$ cat config.mk
export PLATFORM = sky130hd
export DESIGN_NAME = magnetometer_minmax_calibration_top
export DESIGN_NICKNAME = d
export VERILOG_FILES = /design/src/hw/rtl/mmcal_pkg.sv /design/src/hw/rtl/magnetometer_minmax_calibration_top.sv
export VERILOG_INCLUDE_DIRS = /design/src /design/src/hw/rtl
export SDC_FILE = /design/constraint.sdc
export NUM_CORES = 1
export LEC_CHECK = 0
export ABC_AREA = 1
export BUFFER_PORTS_ARGS = -buffer_cell sky130_fd_sc_hd__clkbuf_2
export CORE_MARGIN = 2
export CORE_UTILIZATION = 59
export DETAILED_ROUTE_END_ITERATION = 6
export PLACE_DENSITY = 0.76
export SETUP_SLACK_MARGIN = 0.3
export SYNTH_ARGS = -nofsm -noshare
export SYNTH_HDL_FRONTEND = slang
export SYNTH_SLANG_ARGS = --single-unit
$ cat constraint.sdc
create_clock -name clk_i -period 6.01 [get_ports clk_i]
set_input_delay 0.601 -clock clk_i [delete_from_list [all_inputs] [get_ports clk_i]]
set_output_delay 0.601 -clock clk_i [all_outputs]
set_load 0.05 [all_outputs]
$ cat src/hw/rtl/assert_macros.svh
// Assertion macros for the calibration top, the RTL file that carries assertions.
`ifndef ASSERT_MACROS_SVH
`define ASSERT_MACROS_SVH

// Checked on every rising edge of clk_i, ignored while rst_ni is low.
`define ASSERT_RST(lbl, prop, msg) \
  lbl: assert property (@(posedge clk_i) disable iff (!rst_ni) prop) else $error(msg);

// Checked on every rising edge of clk_i, during reset as well.
`define ASSERT_ALWAYS(lbl, prop, msg) \
  lbl: assert property (@(posedge clk_i) prop) else $error(msg);

`endif

$ cat src/hw/rtl/mmcal_pkg.sv
// Types and constants for the magnetometer min/max calibration block.
package mmcal_pkg;

  localparam int unsigned InWidth  = 16;
  localparam int unsigned CalWidth = 24;
  localparam int unsigned NumAxes  = 3;

  typedef enum logic [2:0] {
    ST_IDLE,
    ST_SETUP,
    ST_MUL,
    ST_DIV,
    ST_STORE,
    ST_OUT
  } state_e;

endpackage

$ cat src/hw/rtl/magnetometer_minmax_calibration_top.sv
// Magnetometer min/max calibration with a bit-serial multiplier and divider.
//
// Input channel (s_axis_*): one transfer carries one X/Y/Z sample. On accept the
// running minimum and maximum of each axis are widened to include the sample.
// Output channel (m_axis_*): one transfer per input, carrying the three
// calibrated axes (2*raw - (max+min)) * (sum of spans) / (6*span), with
// FRAC_BITS fraction bits, truncated toward zero and clipped to 24 bits.
// tuser bit 0 is set when all spans are nonzero; otherwise the data is zero.
// tuser bit 1 is set when any axis was clipped.
//
// The axes share one shift-add multiplier with a SAMPLE_WIDTH+2-bit multiplier
// and one restoring divider that takes one quotient bit per cycle into a
// quotient of max(2*SAMPLE_WIDTH+2+FRAC_BITS, 25) bits; each axis also passes
// through a setup and a store state. A sample with a zero span skips the
// multiplier and divider and goes from setup straight to the output state.
// One item is in work at a time; s_axis_tready is high only when idle. The
// output register holds a finished result while the receiver stalls, and the
// next sample may be accepted in the meantime; its result waits until then.
// Reset clears the trackers to the widest empty range and empties the output.
module magnetometer_minmax_calibration_top #(
  parameter int unsigned FRAC_BITS    = 4,
  parameter int unsigned SAMPLE_WIDTH = 16
) (
  input  logic        clk_i,
  input  logic        rst_ni,
  input  logic        s_axis_tvalid,
  output logic        s_axis_tready,
  input  logic [47:0] s_axis_tdata,   // raw_x, raw_y, raw_z
  output logic        m_axis_tvalid,
  input  logic        m_axis_tready,
  output logic [71:0] m_axis_tdata,   // cal_x, cal_y, cal_z
  output logic [1:0]  m_axis_tuser    // valid_res, saturated
);

`include "assert_macros.svh"

  localparam int unsigned SW = SAMPLE_WIDTH;
  localparam int unsigned EW = (SW > mmcal_pkg::InWidth) ? SW : mmcal_pkg::InWidth;
  localparam int unsigned TW = SW + 2;
  localparam int unsigned PW = SW + TW;
  localparam int unsigned NW = PW + FRAC_BITS;
  localparam int unsigned QW = (NW > mmcal_pkg::CalWidth + 1) ? NW
                                                              : mmcal_pkg::CalWidth + 1;
  localparam int unsigned DW = SW + 3;
  localparam int unsigned CW = $clog2(QW);
  localparam int unsigned OW = mmcal_pkg::CalWidth;

  localparam logic signed [SW-1:0] MinReset = {1'b0, {(SW-1){1'b1}}};
  localparam logic signed [SW-1:0] MaxReset = {1'b1, {(SW-1){1'b0}}};
  localparam logic [OW-1:0] OutMax = {1'b0, {(OW-1){1'b1}}};
  localparam logic [OW-1:0] OutMin = {1'b1, {(OW-1){1'b0}}};

  mmcal_pkg::state_e state_q, state_d;

  logic signed [SW-1:0] raw_q [mmcal_pkg::NumAxes];
  logic signed [SW-1:0] min_q [mmcal_pkg::NumAxes];
  logic signed [SW-1:0] max_q [mmcal_pkg::NumAxes];
  logic [OW-1:0]        res_q [mmcal_pkg::NumAxes];
  logic                 valid_q, sat_q, neg_q;
  logic [1:0]           axis_q;
  logic [CW-1:0]        cnt_q;
  logic [SW-1:0]        mcand_q;
  logic [TW-1:0]        mplier_q;
  logic [PW-1:0]        acc_q, acc_d;
  logic [QW-1:0]        num_q, num_d;
  logic [DW-1:0]        rem_q, rem_d, den_q;
  logic                 m_tvalid_q;
  logic [71:0]          m_tdata_q;
  logic [1:0]           m_tuser_q;

  logic s_hs, out_free;
  logic do_setup, do_mul, do_div, do_store, do_out;
  logic minmax_ok, out_invalid, zero_out_ok;

  // Sample unpacking and sign extension from SAMPLE_WIDTH bits.
  logic [EW-1:0]        s_ext [mmcal_pkg::NumAxes];
  logic signed [SW-1:0] s_raw [mmcal_pkg::NumAxes];
  always_comb begin
    for (int i = 0; i < mmcal_pkg::NumAxes; i++) begin
      s_ext[i] = EW'(s_axis_tdata[i*mmcal_pkg::InWidth +: mmcal_pkg::InWidth]);
      s_raw[i] = $signed(s_ext[i][SW-1:0]);
    end
  end

  // Spans and their sum.
  logic [SW:0]   span_full [mmcal_pkg::NumAxes];
  logic [SW-1:0] span [mmcal_pkg::NumAxes];
  logic          any_zero;
  logic [TW-1:0] total;
  always_comb begin
    any_zero = 1'b0;
    for (int i = 0; i < mmcal_pkg::NumAxes; i++) begin
      span_full[i] = (SW+1)'($signed({max_q[i][SW-1], max_q[i]}) -
                             $signed({min_q[i][SW-1], min_q[i]}));
      span[i]      = span_full[i][SW-1:0];
      if (span[i] == '0) begin
        any_zero = 1'b1;
      end
    end
    total = TW'(span[0]) + TW'(span[1]) + TW'(span[2]);
  end

  // Per-axis operands for the current axis.
  logic signed [SW-1:0] sel_raw, sel_lo, sel_hi;
  logic [SW-1:0]        sel_span;
  logic signed [SW+1:0] diff, diff_abs;
  logic [DW-1:0]        den;
  always_comb begin
    sel_raw  = raw_q[axis_q];
    sel_lo   = min_q[axis_q];
    sel_hi   = max_q[axis_q];
    sel_span = span[axis_q];
    diff     = ($signed({{2{sel_raw[SW-1]}}, sel_raw}) <<< 1) -
               ($signed({{2{sel_hi[SW-1]}}, sel_hi}) + $signed({{2{sel_lo[SW-1]}}, sel_lo}));
    diff_abs = diff[SW+1] ? -diff : diff;
    den      = DW'({sel_span, 2'b00}) + DW'({sel_span, 1'b0});
  end

  // One multiplier bit and one quotient bit per step.
  logic [DW:0] trial, trial_sub;
  logic        ge;
  always_comb begin
    acc_d     = {acc_q[PW-2:0], 1'b0} + (mplier_q[TW-1] ? PW'(mcand_q) : '0);
    trial     = {rem_q, num_q[QW-1]};
    trial_sub = trial - {1'b0, den_q};
    ge        = (trial >= {1'b0, den_q});
    rem_d     = ge ? trial_sub[DW-1:0] : trial[DW-1:0];
    num_d     = {num_q[QW-2:0], ge};
  end

  // Clipping of the finished quotient.
  logic          big, sat_axis;
  logic [OW-1:0] q_lo, val;
  always_comb begin
    big  = |num_q[QW-1:OW];
    q_lo = num_q[OW-1:0];
    if (neg_q) begin
      sat_axis = big | (q_lo[OW-1] & (|q_lo[OW-2:0]));
      val      = sat_axis ? OutMin : (~q_lo + OW'(1));
    end else begin
      sat_axis = big | q_lo[OW-1];
      val      = sat_axis ? OutMax : q_lo;
    end
  end

  assign s_hs     = s_axis_tvalid & s_axis_tready;
  assign out_free = !m_tvalid_q || m_axis_tready;

  // Next state.
  always_comb begin
    state_d = state_q;
    unique case (state_q)
      mmcal_pkg::ST_IDLE: begin
        if (s_axis_tvalid) state_d = mmcal_pkg::ST_SETUP;
      end
      mmcal_pkg::ST_SETUP: begin
        state_d = any_zero ? mmcal_pkg::ST_OUT : mmcal_pkg::ST_MUL;
      end
      mmcal_pkg::ST_MUL: begin
        if (cnt_q == '0) state_d = mmcal_pkg::ST_DIV;
      end
      mmcal_pkg::ST_DIV: begin
        if (cnt_q == '0) state_d = mmcal_pkg::ST_STORE;
      end
      mmcal_pkg::ST_STORE: begin
        state_d = (axis_q == 2'd2) ? mmcal_pkg::ST_OUT : mmcal_pkg::ST_SETUP;
      end
      mmcal_pkg::ST_OUT: begin
        if (out_free) state_d = mmcal_pkg::ST_IDLE;
      end
      default: state_d = mmcal_pkg::ST_IDLE;
    endcase
  end

  // Control decode.
  always_comb begin
    s_axis_tready = 1'b0;
    do_setup      = 1'b0;
    do_mul        = 1'b0;
    do_div        = 1'b0;
    do_store      = 1'b0;
    do_out        = 1'b0;
    unique case (state_q)
      mmcal_pkg::ST_IDLE:  s_axis_tready = 1'b1;
      mmcal_pkg::ST_SETUP: do_setup = 1'b1;
      mmcal_pkg::ST_MUL:   do_mul = 1'b1;
      mmcal_pkg::ST_DIV:   do_div = 1'b1;
      mmcal_pkg::ST_STORE: do_store = 1'b1;
      mmcal_pkg::ST_OUT:   do_out = out_free;
      default: ;
    endcase
  end

  // Control state and trackers.
  always_ff @(posedge clk_i or negedge rst_ni) begin
    if (!rst_ni) begin
      state_q    <= mmcal_pkg::ST_IDLE;
      axis_q     <= '0;
      cnt_q      <= '0;
      m_tvalid_q <= 1'b0;
      for (int i = 0; i < mmcal_pkg::NumAxes; i++) begin
        min_q[i] <= MinReset;
        max_q[i] <= MaxReset;
      end
    end else begin
      state_q <= state_d;
      if (s_hs) begin
        axis_q <= '0;
        for (int i = 0; i < mmcal_pkg::NumAxes; i++) begin
          if (s_raw[i] < min_q[i]) min_q[i] <= s_raw[i];
          if (s_raw[i] > max_q[i]) max_q[i] <= s_raw[i];
        end
      end
      if (do_setup) begin
        cnt_q <= CW'(TW - 1);
      end else if (do_mul && cnt_q == '0) begin
        cnt_q <= CW'(QW - 1);
      end else if (do_mul || do_div) begin
        cnt_q <= cnt_q - CW'(1);
      end
      if (do_store) axis_q <= axis_q + 2'd1;
      if (do_out) begin
        m_tvalid_q <= 1'b1;
      end else if (m_axis_tready) begin
        m_tvalid_q <= 1'b0;
      end
    end
  end

  // Datapath registers.
  always_ff @(posedge clk_i) begin
    if (s_hs) begin
      raw_q   <= s_raw;
      valid_q <= 1'b1;
      sat_q   <= 1'b0;
    end
    if (do_setup) begin
      if (any_zero) begin
        valid_q <= 1'b0;
        for (int i = 0; i < mmcal_pkg::NumAxes; i++) begin
          res_q[i] <= '0;
        end
      end
      neg_q    <= diff[SW+1];
      mcand_q  <= diff_abs[SW-1:0];
      mplier_q <= total;
      acc_q    <= '0;
      rem_q    <= '0;
      den_q    <= den;
    end
    if (do_mul) begin
      acc_q    <= acc_d;
      mplier_q <= {mplier_q[TW-2:0], 1'b0};
      if (cnt_q == '0) num_q <= QW'(acc_d) << FRAC_BITS;
    end
    if (do_div) begin
      num_q <= num_d;
      rem_q <= rem_d;
    end
    if (do_store) begin
      res_q[axis_q] <= val;
      sat_q         <= sat_q | sat_axis;
    end
    if (do_out) begin
      m_tdata_q <= {res_q[2], res_q[1], res_q[0]};
      m_tuser_q <= {sat_q, valid_q};
    end
  end

  assign m_axis_tvalid = m_tvalid_q;
  assign m_axis_tdata  = m_tdata_q;
  assign m_axis_tuser  = m_tuser_q;

  assign minmax_ok   = (min_q[0] <= max_q[0]) && (min_q[1] <= max_q[1]) &&
                       (min_q[2] <= max_q[2]);
  assign out_invalid = m_axis_tvalid && !m_axis_tuser[0];
  assign zero_out_ok = (m_axis_tdata == '0) && !m_axis_tuser[1];

  `ASSERT_RST(a_minmax_order, s_hs |=> minmax_ok, "tracker minimum above maximum")
  `ASSERT_RST(a_invalid_zero, out_invalid |-> zero_out_ok, "zero-span result carries data")
  `ASSERT_RST(a_div_count, do_div |-> (cnt_q < CW'(QW)), "divider step count out of range")
  `ASSERT_ALWAYS(a_reset_empty, !rst_ni |=> !m_axis_tvalid, "output valid right after reset")

endmodule

==> metrics.md <==
| Metric | Value |
|---|---|
| # resized after CTS | `0` |
| Final setup vio count | `0` |
| Post-Syn Instances | `3430` |
| Area leader, netlist | `edfxtp_1` |
| Die ar. | `51000 um^2` |
| Most frequent cells in the layout | `844 x nand2_1, 510 x inv_1, 337 x edfxtp_1` |
| Reg-to-reg startpoint | `axis_q[0]` |
| PortBufs | `127` |
| Starting density of the core | `59.6%` |
| Register area share after synthesis | `44.5%` |
| Clock Pin Slew Worst Setup and Hold Paths | `0.07 ns` |
| Vias | `~24000` |
| Final hold violations | `0` |
| Max FO, Critical Path | `43` |
| Final nets | `roughly 3900` |
| Worst Setup End Kind | `flop` |
| Post-route cell area | `around 32000 um^2` |
| Area growth, synth to finish | `10.5%` |
| Root Buffer | `clkbuf_16` |
| Antenna violations before repair | `1` |
| Setup TNS | `0 ns` |
| CTS Buffer Depth | `3` |
| Floorplan die height | `226 um` |
| Most common cell after layout, fill and taps aside | `nand2_1` |
| Ys flop type | `edfxtp_1` |
| RSZ-0062 raised after global routing | `no` |
| Largest net degree at the start of global routing | `77` |
| 1st-iter DRT viols | `1914` |
| Seq cells post-synth | `447` |
| DR pass1 iterations | `6` |
| Min cycle time layout | `about 4.5 ns` |
| Drt total wl | `roughly 80000 um` |
| Drt wl/cell | `approximately 19 um` |
| CP startpoint kind | `flop` |
| Clk_lat worst skew | `0.62 ns` |
| CTS Sinks | `447` |
| Number of remaining DRC errors | `0` |
| Worst slew pin tran | `1.18 ns` |
| Period utilisation layout | `74.6%` |
| Area contributors post-synth | `edfxtp_1 35%, nand2_1 11%, ha_1 9.9%` |
| Routed vias/inst | `5.64` |
| Area after DPL | `roughly 30000 um^2` |
| Asr flop ratio synth | `24.2%` |
| Post-CTS Setup Bufs | `0` |
| Post-DP HPWL | `approximately 63000 um` |
| CP Data Arrival Time | `4.84 ns` |
| Synthesis Warnings | `0` |
| ANT nets after route | `0` |
| Max-slew violations | `0` |
| WS Path Type | `flop to flop` |
| Worst clock skew | `0.0266 ns` |
| Reg2reg setup slack | `1.52 ns` |
| Critical R2R Capture | `mcand_q[2]` |
| Total CTS buffers | `49` |
| Tightest Hold Check Type | `input port to asynchronous set/reset pin` |
| Cts hold-fix bufs | `0` |
| R2R depth | `16` |
| Yosys top cell area share | `34.9%` |
| Number of flops mapped to enable cells by yosys | `337` |
| H-Tree Depth | `2` |
| Die extent in x | `around 230 um` |
| I/O pin count | `128` |
| Max_cap viols | `0` |
| Synthesized area | `~29000 um^2` |
| Row Count | `~80` |
| CTS tree | `done` |
| Vias in the first global route | `~23000` |
| Status | `complete, no violations` |
| All-Layer GR Usage | `31.7%` |
| First-pass GRT wire length | `125000 um` |
| Fraction of layout cells with a size suffix above 1 | `a little under a tenth` |
| Syn nets | `3748` |
| Data required, critical path | `6.36 ns` |
| Fmax | `roughly 0.22 GHz` |
| Final core utilization | `65.8%` |
| Syn avg cell area | `roughly 8.5 um^2` |
| Core Footprint | `approximately 49000 um^2` |
| Global placer's final weighted congestion | `just over 1` |
| Yosys cell types | `66` |
| GR Overflow Total | `0` |
| Rel. slew slack | `21.0%` |
## cell families (layout without fill, tap and decap cells)
group / after synthesis / after routing / share of synthesized area, %
simple gates: 1384 / 1384 / 19.8
compound gates: 629 / 629 / 12.2
buf+inv: 598 / 754 / 7.90
flops: 447 / 447 / 44.5
fa+ha+maj: 266 / 266 / 12.4
xor+xnor: 106 / 106 / 3.20
other cells: 0 / 1 / 0
## worst max-delay path, stage by stage, from the launching register on
cell and delay [ns]:
dfrtp_2 0.62, buf_4 0.43, nor2_2 0.08, inv_1 0.58
o21ai_0 0.34, fa_1 0.64, inv_1 0.06, ha_1 0.30
inv_1 0.05, o31ai_1 0.29, a21oi_2 0.06, inv_1 0.06
nand2_1 0.05, nand2_2 0.27, inv_1 0.13, nor2_1 0.14
xnor2_1 0.09
## sequential cells by signal, indices dropped and copies added (netlist names), 19 cells and up
register      count
acc_q            33
m_axis_tdata     72
rem_q            19
min_q            48
num_q            38
max_q            48
res_q            72
raw_q            48
## synthesized netlist by cell type, types with 50 or more instances
cell type  count
xnor2_1       50
ha_1         229
inv_1        512
nand3_1      126
clkbuf_1      66
o21ai_0      270
dfrtp_1       60
nand2_1      845
edfxtp_1     337
a21oi_1      220
xor2_1        56
nor2_1       284
## metal layers
| metal | part of all wire (%) | GRT usage, % |
|---|---|---|
| met5 | 0.016 | 0 |
| met4 | 5.9 | 17.3 |
| met1 | 42 | 40.7 |
| met3 | 6.5 | 4.79 |
| met2 | 46 | 51.8 |
## layout make-up
cell class | count | area, um^2
timing repair buffer | 144 | 766
fill | 4010 | 16600
multi-input combinational | 2385 | 13800
sequential | 447 | 12900
clock buffer | 56 | 1260
antenna | 1 | 2.50
clock inverter | 35 | 529
inverter | 519 | 1950
tap | 664 | 831
## through the flow
step                std cells  setup WS (ns)  hold WS [ns]
floorplan                3430           1.69         0.305
global placement         4159           1.66         0.402
detailed placement       4159           1.59         0.405
CTS                      4250           1.58         0.127
global route             4250           1.18         0.169
finish                   4251           1.52         0.122
## worst max path at each step
stage | startpoint | end | slack, ns
2_1_floorplan | state_q[2] | m_axis_tdata[0] | 1.69
3_3_place_gp | min_q[44] | mplier_q[16] | 1.66
3_5_place_dp | min_q[0] | mplier_q[16] | 1.59
4_1_cts | min_q[0] | mplier_q[16] | 1.58
5_1_grt | axis_q[0] | mcand_q[15] | 1.18
6_report | axis_q[0] | mcand_q[2] | 1.52
Power is left out: the tool's default activity adds up to more than one toggle a clock period on the data nets, which glitch-free logic cannot reach.
